File: src/kcr_pkg.sv
// shared constants, types and decode functions of the canonical k-mer roller
// used by kcr_cell, kcr_quality_tree and the top level
package kcr_pkg;

   localparam int MAX_K      = 32;
   localparam int K_W        = 6;     // holds 0..MAX_K
   localparam int Q_W        = 8;
   localparam int KMER_W     = 2 * MAX_K;
   localparam int G1         = MAX_K / 4;
   localparam int G2         = G1 / 4;
   localparam int S1_W       = Q_W + 2;
   localparam int S2_W       = Q_W + 4;
   localparam int SUM_W      = 13;
   localparam int RECIP_W    = 19;
   localparam int RECIP_SHIFT = 18;
   localparam int PROD_W     = SUM_W + RECIP_W;
   localparam int REQ_W      = 2 * Q_W;
   localparam int REQ_USER_W = 2;
   localparam int RSP_W      = KMER_W + 2 * Q_W;
   localparam int CSR_IDX_W  = 1;

   localparam logic [K_W-1:0] KMER_LEN_RESET = 6'd21;

   localparam logic [CSR_IDX_W-1:0] CSR_KMER_LEN    = 1'b0;
   localparam logic [CSR_IDX_W-1:0] CSR_IGNORE_QUAL = 1'b1;

   localparam logic [7:0] CHAR_A = 8'h41;
   localparam logic [7:0] CHAR_C = 8'h43;
   localparam logic [7:0] CHAR_G = 8'h47;
   localparam logic [7:0] CHAR_T = 8'h54;

   localparam logic [1:0] CODE_A = 2'b00;
   localparam logic [1:0] CODE_C = 2'b01;
   localparam logic [1:0] CODE_G = 2'b10;
   localparam logic [1:0] CODE_T = 2'b11;

   typedef struct packed {
      logic shift;
      logic clear;
   } kcr_cell_ctl_type;

   typedef struct packed {
      logic load1;
      logic load2;
      logic load3;
   } kcr_tree_ctl_type;

   typedef struct packed {
      logic           valid;
      logic           qvalid;
      logic [K_W-1:0] k;
   } kcr_stage_type;

   function automatic logic [1:0] base_code(input logic [7:0] c);
      logic [1:0] r;
      unique case (c)
         CHAR_A:  r = CODE_A;
         CHAR_C:  r = CODE_C;
         CHAR_G:  r = CODE_G;
         CHAR_T:  r = CODE_T;
         default: r = CODE_A;
      endcase
      return r;
   endfunction

   // non-acgt bytes code 0 on the complement strand too
   function automatic logic [1:0] comp_code(input logic [7:0] c);
      logic [1:0] r;
      unique case (c)
         CHAR_A:  r = CODE_T;
         CHAR_C:  r = CODE_G;
         CHAR_G:  r = CODE_C;
         CHAR_T:  r = CODE_A;
         default: r = CODE_A;
      endcase
      return r;
   endfunction

   // ceil(2^18 / k), exact floor division for sums below 2^13
   function automatic logic [RECIP_W-1:0] recip(input logic [K_W-1:0] k);
      logic [RECIP_W-1:0] r;
      unique case (k)
         6'd1:    r = 19'd262144;
         6'd2:    r = 19'd131072;
         6'd3:    r = 19'd87382;
         6'd4:    r = 19'd65536;
         6'd5:    r = 19'd52429;
         6'd6:    r = 19'd43691;
         6'd7:    r = 19'd37450;
         6'd8:    r = 19'd32768;
         6'd9:    r = 19'd29128;
         6'd10:   r = 19'd26215;
         6'd11:   r = 19'd23832;
         6'd12:   r = 19'd21846;
         6'd13:   r = 19'd20165;
         6'd14:   r = 19'd18725;
         6'd15:   r = 19'd17477;
         6'd16:   r = 19'd16384;
         6'd17:   r = 19'd15421;
         6'd18:   r = 19'd14564;
         6'd19:   r = 19'd13798;
         6'd20:   r = 19'd13108;
         6'd21:   r = 19'd12484;
         6'd22:   r = 19'd11916;
         6'd23:   r = 19'd11398;
         6'd24:   r = 19'd10923;
         6'd25:   r = 19'd10486;
         6'd26:   r = 19'd10083;
         6'd27:   r = 19'd9710;
         6'd28:   r = 19'd9363;
         6'd29:   r = 19'd9040;
         6'd30:   r = 19'd8739;
         6'd31:   r = 19'd8457;
         6'd32:   r = 19'd8192;
         default: r = '0;
      endcase
      return r;
   endfunction

endpackage

File: src/canonical_kmer_quality_roller_unit.sv
// canonical k-mer roller: takes one base and quality per item; after k-1 priming bases
// each base gives min(forward, reverse complement) plus window min and mean quality.
// throughput: one item per cycle while rsp_tready stays high, set by the cell row shifting once per item.
// path: an accepted item reaches rsp_tvalid through the cell row, 3 tree stages,
// the reciprocal multiply register and the output register.
// reset: synchronous; clears all k-mer and window state, k = 21, qualities in use.
module canonical_kmer_quality_roller_unit (
   input  logic                          clock,
   input  logic                          reset,
   input  logic                          req_tvalid,
   output logic                          req_tready,
   input  logic [kcr_pkg::REQ_W-1:0]     req_tdata,  // base_char, quality
   input  logic [kcr_pkg::REQ_USER_W-1:0] req_tuser, // read_start, quality_present
   output logic                          rsp_tvalid,
   input  logic                          rsp_tready,
   output logic [kcr_pkg::RSP_W-1:0]     rsp_tdata,  // canonical_kmer, min_quality, mean_quality
   output logic                          rsp_tuser,  // quality_valid
   input  logic                          csr_we,
   input  logic [kcr_pkg::CSR_IDX_W-1:0] csr_index,
   input  logic [kcr_pkg::K_W-1:0]       csr_wdata
);

   localparam int KW    = kcr_pkg::K_W;
   localparam int QW    = kcr_pkg::Q_W;
   localparam int MAXK  = kcr_pkg::MAX_K;
   localparam int KMW   = kcr_pkg::KMER_W;
   localparam int NST   = 5;

   logic [KW-1:0] kmer_len_ff, kmer_len_in;
   logic          ign_ff, ign_in;
   logic [KW-1:0] k_eff;

   logic [KW-1:0] seen_ff, seen_in, seen_base, seen_next;
   logic          accept, emit, read_start, present, qvalid_new;
   logic [1:0]    code, comp;
   logic [QW-1:0] q_new;

   logic [1:0]    fwd  [MAXK];
   logic [1:0]    rev  [MAXK];
   logic [QW-1:0] qwin [MAXK];
   logic [KMW-1:0] fwd_vec, rev_vec;

   kcr_pkg::kcr_cell_ctl_type cell_ctl;
   kcr_pkg::kcr_tree_ctl_type tree_ctl;
   kcr_pkg::kcr_stage_type    st_ff [NST];
   kcr_pkg::kcr_stage_type    st_in [NST];
   logic [NST:0]              free;

   logic [KMW-1:0]                 canon_ff [1:NST-1];
   logic [QW-1:0]                  min3, min4_ff, mean4_ff;
   logic [kcr_pkg::SUM_W-1:0]      sum3;
   logic [kcr_pkg::PROD_W-1:0]     prod;

   logic                      rsp_tvalid_ff, rsp_tvalid_in;
   logic [kcr_pkg::RSP_W-1:0] rsp_data_ff;
   logic                      rsp_qv_ff;

   // configuration
   always_comb begin
      kmer_len_in = kmer_len_ff;
      ign_in      = ign_ff;
      if (csr_we) begin
         unique case (csr_index)
            kcr_pkg::CSR_KMER_LEN:    kmer_len_in = csr_wdata;
            kcr_pkg::CSR_IGNORE_QUAL: ign_in      = csr_wdata[0];
         endcase
      end
   end

   always_comb begin
      if (kmer_len_ff == '0) begin
         k_eff = KW'(1);
      end else if (kmer_len_ff > KW'(MAXK)) begin
         k_eff = KW'(MAXK);
      end else begin
         k_eff = kmer_len_ff;
      end
   end

   // input decode and priming count
   assign read_start = req_tuser[0];
   assign present    = req_tuser[1];
   assign code       = kcr_pkg::base_code(req_tdata[QW-1:0]);
   assign comp       = kcr_pkg::comp_code(req_tdata[QW-1:0]);
   assign q_new      = present ? req_tdata[2*QW-1:QW] : '0;
   assign qvalid_new = present && !ign_ff;
   assign accept     = req_tvalid && req_tready;

   always_comb begin
      seen_base = read_start ? '0 : seen_ff;
      seen_next = (seen_base == KW'(MAXK)) ? seen_base : seen_base + KW'(1);
      emit      = seen_next >= k_eff;
      seen_in   = accept ? seen_next : seen_ff;
   end

   assign cell_ctl.shift = accept;
   assign cell_ctl.clear = read_start;

   // row of cells, cell 0 holds the newest base
   for (genvar i = 0; i < MAXK; i++) begin : g_cell
      logic [1:0]    fwd_near, rev_near;
      logic [QW-1:0] q_near;
      logic          keep, insert, head;

      if (i == 0) begin : g_head
         assign fwd_near = code;
         assign q_near   = q_new;
      end else begin : g_body
         assign fwd_near = fwd[i-1];
         assign q_near   = qwin[i-1];
      end

      if (i == MAXK - 1) begin : g_tail
         assign rev_near = 2'b00;
      end else begin : g_mid
         assign rev_near = rev[i+1];
      end

      assign head   = (i == 0);
      assign keep   = KW'(i) < k_eff;
      assign insert = KW'(i) == (k_eff - KW'(1));

      kcr_cell u_cell (
         .clock    (clock),
         .reset    (reset),
         .ctl      (cell_ctl),
         .head     (head),
         .keep     (keep),
         .insert   (insert),
         .fwd_near (fwd_near),
         .rev_near (rev_near),
         .comp     (comp),
         .q_near   (q_near),
         .fwd      (fwd[i]),
         .rev      (rev[i]),
         .q        (qwin[i])
      );
   end

   always_comb begin
      for (int i = 0; i < MAXK; i++) begin
         fwd_vec[2*i +: 2] = fwd[i];
         rev_vec[2*i +: 2] = rev[i];
      end
   end

   // stage control: a stage takes new data when empty or when its successor takes it
   always_comb begin
      free[NST] = !rsp_tvalid_ff || rsp_tready;
      for (int i = NST - 1; i >= 0; i--) begin
         free[i] = !st_ff[i].valid || free[i+1];
      end
   end

   assign req_tready = free[0];

   always_comb begin
      st_in = st_ff;
      if (free[0]) begin
         // items that only prime the state leave no entry
         st_in[0].valid  = accept && emit;
         st_in[0].qvalid = qvalid_new;
         st_in[0].k      = k_eff;
      end
      for (int j = 1; j < NST; j++) begin
         if (free[j]) st_in[j] = st_ff[j-1];
      end
      rsp_tvalid_in = free[NST] ? st_ff[NST-1].valid : rsp_tvalid_ff;
   end

   assign tree_ctl.load1 = free[1];
   assign tree_ctl.load2 = free[2];
   assign tree_ctl.load3 = free[3];

   kcr_quality_tree u_tree (
      .clock (clock),
      .ctl   (tree_ctl),
      .k     (st_ff[0].k),
      .q     (qwin),
      .min_q (min3),
      .sum_q (sum3)
   );

   assign prod = kcr_pkg::PROD_W'(sum3) * kcr_pkg::PROD_W'(kcr_pkg::recip(st_ff[3].k));

   always_ff @(posedge clock) begin
      if (reset) begin
         kmer_len_ff   <= kcr_pkg::KMER_LEN_RESET;
         ign_ff        <= 1'b0;
         seen_ff       <= '0;
         st_ff         <= '{default: '0};
         rsp_tvalid_ff <= 1'b0;
      end else begin
         kmer_len_ff   <= kmer_len_in;
         ign_ff        <= ign_in;
         seen_ff       <= seen_in;
         st_ff         <= st_in;
         rsp_tvalid_ff <= rsp_tvalid_in;
      end
   end

   always_ff @(posedge clock) begin
      if (free[1]) canon_ff[1] <= (fwd_vec < rev_vec) ? fwd_vec : rev_vec;
      for (int j = 2; j < NST; j++) begin
         if (free[j]) canon_ff[j] <= canon_ff[j-1];
      end
      if (free[4]) begin
         min4_ff  <= min3;
         mean4_ff <= prod[kcr_pkg::RECIP_SHIFT +: QW];
      end
      if (free[NST]) begin
         rsp_data_ff <= {st_ff[4].qvalid ? mean4_ff : '0,
                         st_ff[4].qvalid ? min4_ff : '0,
                         canon_ff[NST-1]};
         rsp_qv_ff   <= st_ff[4].qvalid;
      end
   end

   assign rsp_tvalid = rsp_tvalid_ff;
   assign rsp_tdata  = rsp_data_ff;
   assign rsp_tuser  = rsp_qv_ff;

endmodule

File: src/kcr_cell.sv
// one position of the rolling k-mer: forward digit, reverse-complement digit
// and quality entry; depends on kcr_pkg
module kcr_cell (
   input  logic                    clock,
   input  logic                    reset,
   input  kcr_pkg::kcr_cell_ctl_type ctl,
   input  logic                    head,
   input  logic                    keep,
   input  logic                    insert,
   input  logic [1:0]              fwd_near,
   input  logic [1:0]              rev_near,
   input  logic [1:0]              comp,
   input  logic [kcr_pkg::Q_W-1:0] q_near,
   output logic [1:0]              fwd,
   output logic [1:0]              rev,
   output logic [kcr_pkg::Q_W-1:0] q
);

   logic [1:0]              fwd_ff, fwd_in;
   logic [1:0]              rev_ff, rev_in;
   logic [kcr_pkg::Q_W-1:0] q_ff, q_in;
   logic                    drop;

   always_comb begin
      // on a read start the neighbor's old value is gone, the head takes new data
      drop   = ctl.clear && !head;
      fwd_in = fwd_ff;
      rev_in = rev_ff;
      q_in   = q_ff;
      if (ctl.shift) begin
         fwd_in = (keep && !drop) ? fwd_near : 2'b00;
         rev_in = (ctl.clear ? 2'b00 : rev_near) | (insert ? comp : 2'b00);
         q_in   = drop ? '0 : q_near;
      end
   end

   always_ff @(posedge clock) begin
      if (reset) begin
         fwd_ff <= '0;
         rev_ff <= '0;
         q_ff   <= '0;
      end else begin
         fwd_ff <= fwd_in;
         rev_ff <= rev_in;
         q_ff   <= q_in;
      end
   end

   assign fwd = fwd_ff;
   assign rev = rev_ff;
   assign q   = q_ff;

endmodule

File: src/kcr_quality_tree.sv
// three-stage registered min and sum tree over the newest k quality entries
// depends on kcr_pkg
module kcr_quality_tree (
   input  logic                      clock,
   input  kcr_pkg::kcr_tree_ctl_type ctl,
   input  logic [kcr_pkg::K_W-1:0]   k,
   input  logic [kcr_pkg::Q_W-1:0]   q [kcr_pkg::MAX_K],
   output logic [kcr_pkg::Q_W-1:0]   min_q,
   output logic [kcr_pkg::SUM_W-1:0] sum_q
);

   localparam int KW = kcr_pkg::K_W;

   logic [kcr_pkg::Q_W-1:0]   min1_in [kcr_pkg::G1];
   logic [kcr_pkg::S1_W-1:0]  sum1_in [kcr_pkg::G1];
   logic [kcr_pkg::Q_W-1:0]   min1_ff [kcr_pkg::G1];
   logic [kcr_pkg::S1_W-1:0]  sum1_ff [kcr_pkg::G1];
   logic [kcr_pkg::Q_W-1:0]   min2_in [kcr_pkg::G2];
   logic [kcr_pkg::S2_W-1:0]  sum2_in [kcr_pkg::G2];
   logic [kcr_pkg::Q_W-1:0]   min2_ff [kcr_pkg::G2];
   logic [kcr_pkg::S2_W-1:0]  sum2_ff [kcr_pkg::G2];
   logic [kcr_pkg::Q_W-1:0]   min3_in, min3_ff;
   logic [kcr_pkg::SUM_W-1:0] sum3_in, sum3_ff;

   // leaves at or above k are left out
   always_comb begin
      logic [kcr_pkg::Q_W-1:0]  mn;
      logic [kcr_pkg::S1_W-1:0] sm;
      int                       idx;
      for (int g = 0; g < kcr_pkg::G1; g++) begin
         mn = '1;
         sm = '0;
         for (int j = 0; j < 4; j++) begin
            idx = 4 * g + j;
            if (KW'(idx) < k) begin
               if (q[idx] < mn) mn = q[idx];
               sm = sm + kcr_pkg::S1_W'(q[idx]);
            end
         end
         min1_in[g] = mn;
         sum1_in[g] = sm;
      end
   end

   always_comb begin
      logic [kcr_pkg::Q_W-1:0]  mn;
      logic [kcr_pkg::S2_W-1:0] sm;
      for (int g = 0; g < kcr_pkg::G2; g++) begin
         mn = '1;
         sm = '0;
         for (int j = 0; j < 4; j++) begin
            if (min1_ff[4 * g + j] < mn) mn = min1_ff[4 * g + j];
            sm = sm + kcr_pkg::S2_W'(sum1_ff[4 * g + j]);
         end
         min2_in[g] = mn;
         sum2_in[g] = sm;
      end
   end

   always_comb begin
      min3_in = '1;
      sum3_in = '0;
      for (int g = 0; g < kcr_pkg::G2; g++) begin
         if (min2_ff[g] < min3_in) min3_in = min2_ff[g];
         sum3_in = sum3_in + kcr_pkg::SUM_W'(sum2_ff[g]);
      end
   end

   always_ff @(posedge clock) begin
      if (ctl.load1) begin
         min1_ff <= min1_in;
         sum1_ff <= sum1_in;
      end
      if (ctl.load2) begin
         min2_ff <= min2_in;
         sum2_ff <= sum2_in;
      end
      if (ctl.load3) begin
         min3_ff <= min3_in;
         sum3_ff <= sum3_in;
      end
   end

   assign min_q = min3_ff;
   assign sum_q = sum3_ff;

endmodule

File: config.mk
export PLATFORM = sky130hd
export DESIGN_NAME = canonical_kmer_quality_roller_unit
export DESIGN_NICKNAME = d
export VERILOG_FILES = /design/src/kcr_pkg.sv /design/src/canonical_kmer_quality_roller_unit.sv /design/src/kcr_cell.sv /design/src/kcr_quality_tree.sv
export SDC_FILE = /design/constraint.sdc
export NUM_CORES = 2
export LEC_CHECK = 0
export BUFFER_PORTS_ARGS = -buffer_cell sky130_fd_sc_hd__clkbuf_2
export CAP_MARGIN = 10
export CORE_ASPECT_RATIO = 1.2
export CORE_UTILIZATION = 64
export DETAILED_ROUTE_END_ITERATION = 12
export PLACE_DENSITY = 0.81
export SKIP_LAST_GASP = 1
export SYNTH_ARGS = -nofsm -noshare
export SYNTH_HDL_FRONTEND = slang
export SYNTH_SLANG_ARGS = --single-unit
File: constraint.sdc
create_clock -name clock -period 8.35 [get_ports clock]
set_clock_uncertainty 0.2 [all_clocks]
set_input_delay 0.4175 -clock clock [delete_from_list [all_inputs] [get_ports clock]]
set_output_delay 0.4175 -clock clock [all_outputs]
set_load 0.01 [all_outputs]
==> reports/metrics.yaml <==
timing:
  finalSetupViolCount: 0
  finalHoldViolCount: 0
  slew_violations: 0
  rsz0062_at_grt: "false"
  finalSetupTns_ns: 0
  post-route-min-period_ns: 7.52
  fmax_mhz: 133
  slew_headroom_pct: 16.9
  tightest_slew_ns: 1.24
  fin_crit_sh_pct: 90.0
die:
  die_w_um: 293
  die_area_sq_um: 103000
  core_area_sq_um: 100000
  dieHeight_um: 351
  num_rows: 127
  ioPinCount: 113
  start_util_pct: 64.8
placed_design:
  place_congestion: 0.937
  dp_hpwl_um: 117000
  dp_cells: 7946
  portBuffers: 112
finish:
  layout-drive-gt1-share_pct: 7.63
  regArea_sq_um: 25800
  area_growth_pct: 8.15
  fillers: 7389
  nets: 7622
  multi_input_area_sq_um: 35300
  fin_cells: 8174
logic_synthesis:
  synth_fp_nets: 7634
  synth_ff_type: "edfxtp_1"
  syn_area_sq_um: 64900
  synth_common_cells: "679 x inv_1, 679 x nor2_1, 673 x a21oi_1, 575 x ha_1, 558 x edfxtp_1"
  synth_area_leaders: "edfxtp_1 26%, dfxtp_1 14%, ha_1 11%"
  synth_largest_area_cell: "edfxtp_1"
  synth_edf_count: 558
  ys_warn_count: 0
  async_reset_ff_share_pct: 0
  yosysSeqAreaShare_pct: 39.8
  yosys.cell_types.count: 100
  synth_top_area_share_pct: 25.8
  avgSynthCellArea_sq_um: 9.53
  netlist_instances: 6807
  ys_ff_latch: 1009
routing:
  num_vias: 50000
  drc: 0
  drt_pass1_iterations: 9
  vias_per_cell: 6.11
  detail_route.iter0.violations: 4304
  wl_um: 165000
  ant_nets: 0
  post_drt_wl_per_cell_um: 20.1
worst_setup_path:
  critical_path_class: "reg2reg"
  path_cells: "o2111ai_1 -> and2_1 -> nor2_1 -> ha_1 -> and4_1 -> or4b_1 -> a21oi_1 -> nor3_4 -> a21oi_1 -> inv_1 -> ha_1 -> a21oi_1 -> nor2b_1 -> o21ai_0 -> nand2_1 -> o41a_1 -> mux2i_1 -> ha_1 -> a21oi_1 -> o21ai_0 -> or3_1 -> o41ai_4 -> mux2i_1"
  crit_path_frequent_cell: "a21oi_1"
  worstPathArrival_ns: 7.73
  slowest_delay_ns: 0.84
  crit_family: "compound AO/OA/AOI/OAI gates"
  path_max_fanout: 14
  slowest_stage: "o2111ai_1"
  cp-start-kind: "register"
  setup.worst_path.end_class: "register"
  required_ns: 8.57
  worst-path-buf-inv: 1
grt:
  groute.usage.overall_pct: 32.0
  antenna_found_initial: 4
  grt_max_degree: 268
  top_usage_layer: "met2"
  grt_pass1_wl_um: 262000
  grt_pass1_vias: 49400
  grtUsageMet2_pct: 54.0
  overflow: 0
  grt.met3_usage_pct: 4.85
  use_met1_pct: 40.2
clocking:
  root_buffer: "clkbuf_16"
  clkSinkCount: 1009
  cts.clk_slew.worst_paths_ns: 0.07
  htree_num_levels: 3
  cts_max_path_buffers: 3
  clock_latency_ns: 0.74
  cts_tree: "built"
  cts_inserted_buffers: 100
  cts.repair.resized: 0
job:
  cap_viol_max_count: 0
pwr:
  vdd_drop_max_uv: 180
  p_leak_uw: 0.0320
  power_density_nw_per_um2: 186
worst_hold_path:
  min_path_type: "in2reg"
status:
  status: "complete, no violations"
==> cells by family (layout without fill, tap and decap cells) <==
group / after synthesis / after routing / synth area share, %
AOI/OAI and AO/OA: 1480 / 1480 / 14.3
xor gates and xnor gates: 194 / 194 / 2.62
adders and majority gates: 803 / 803 / 18.0
buffers and inverters: 1000 / 1076 / 5.88
DFF: 1009 / 1009 / 39.8
muxes: 287 / 287 / 4.69
other: 0 / 1 / 0
and+or+nand+nor: 2034 / 2034 / 14.8
==> metrics by stage <==
stage | cell area (sq um) | worst slack (ns) | total power (uW) | hold WS, ns | util [%]
3_5_place_dp | 66300 | 0.965 | 8340 | 0.205 | 66.2
6_report | 70200 | 0.834 | 13000 | 0.0412 | 70.1
5_1_grt | 70200 | 0.319 | 13600 | 0.0424 | 70.1
2_1_floorplan | 64900 | 1.13 | 7590 | 0.200 | -
3_3_place_gp | 66300 | 1.09 | 8230 | 0.200 | 66.2
4_1_cts | 70200 | 0.921 | 13100 | 0.00165 | 70.1
==> sequential cells by signal (all words and copies together) (netlist names), 6 cells and up, named ones only <==
signal / count
canon_ff: 256
u_tree.sum_q: 13
u_tree.min_q: 8
u_tree.min2_ff: 16
st_ff: 34
u_tree.sum1_ff: 80
min4_ff: 8
kmer_len_ff: 6
seen_ff: 6
g_cell.u_cell.fwd: 64
u_tree.sum2_ff: 24
g_cell.u_cell.rev: 64
mean4_ff: 8
u_tree.min1_ff: 64
rsp_tdata: 80
g_cell.u_cell.q: 256
==> report_power, final <==
group          internal, uW  leakage [uW]  switching [uW]
registers              5540        0.0103             263
logic                   957        0.0200            1550
clock network          2640       0.00170            2100
total                  9130        0.0320            3920
==> final timing paths <==
path	from	end	slack (ns)	cells after the start
min reg2reg	canon_ff[2][59]$_DFFE_PP_	canon_ff[3][59]$_DFFE_PN_	0.19	0
min	reset	g_cell[17].u_cell.q[7]$_SDFFE_PP0P_	0.04	2
max	st_ff[32]$_SDFFE_PP0N_	u_tree.min1_ff[2]$_DFFE_PP_	0.83	23
max reg2reg	st_ff[32]$_SDFFE_PP0N_	u_tree.min1_ff[2]$_DFFE_PP_	0.83	23
==> routing by layer <==
layer | up-vias | part of all wire (%)
li1 | 23800 | -
met1 | 24000 | 41
met2 | 1810 | 48
met3 | 407 | 6.9
met4 | 2 | 4.7
met5 | - | 0.0073
==> repair_timing <==
item | in CTS | in global routing
hold endpoints to repair | 19 | 0
hold buffers | 37 | 0
buffers inserted | 0 | 0
setup endpoints to repair | 0 | 0
==> cell usage in the layout, fill, tap and decap left out, drive strengths merged, types with 67 or more instances in the layout <==
master / n
inv: 691
nor2: 681
a21oi: 681
ha: 575
edfxtp: 558
nand2: 493
dfxtp: 451
clkbuf: 233
nor3: 229
fa: 222
o21ai: 211
and2: 163
and3: 162
mux2i: 157
xnor2: 152
mux2: 130
a21o: 113
nand3: 87
nor2b: 67
==> cell type report <==
| type | count | share of cell area, % |
|---|---|---|
| diodes | 1 | 0.00357 |
| clock buffers | 123 | 3.86 |
| clock inverters | 67 | 1.11 |
| inverters | 683 | 3.68 |
| multi-input cells | 4798 | 50.3 |
| flip-flops and latches | 1009 | 36.8 |
| well taps | 1290 | 2.30 |
| repair buffers | 203 | 1.98 |
Note: power is estimated with default switching activity, not from simulation.
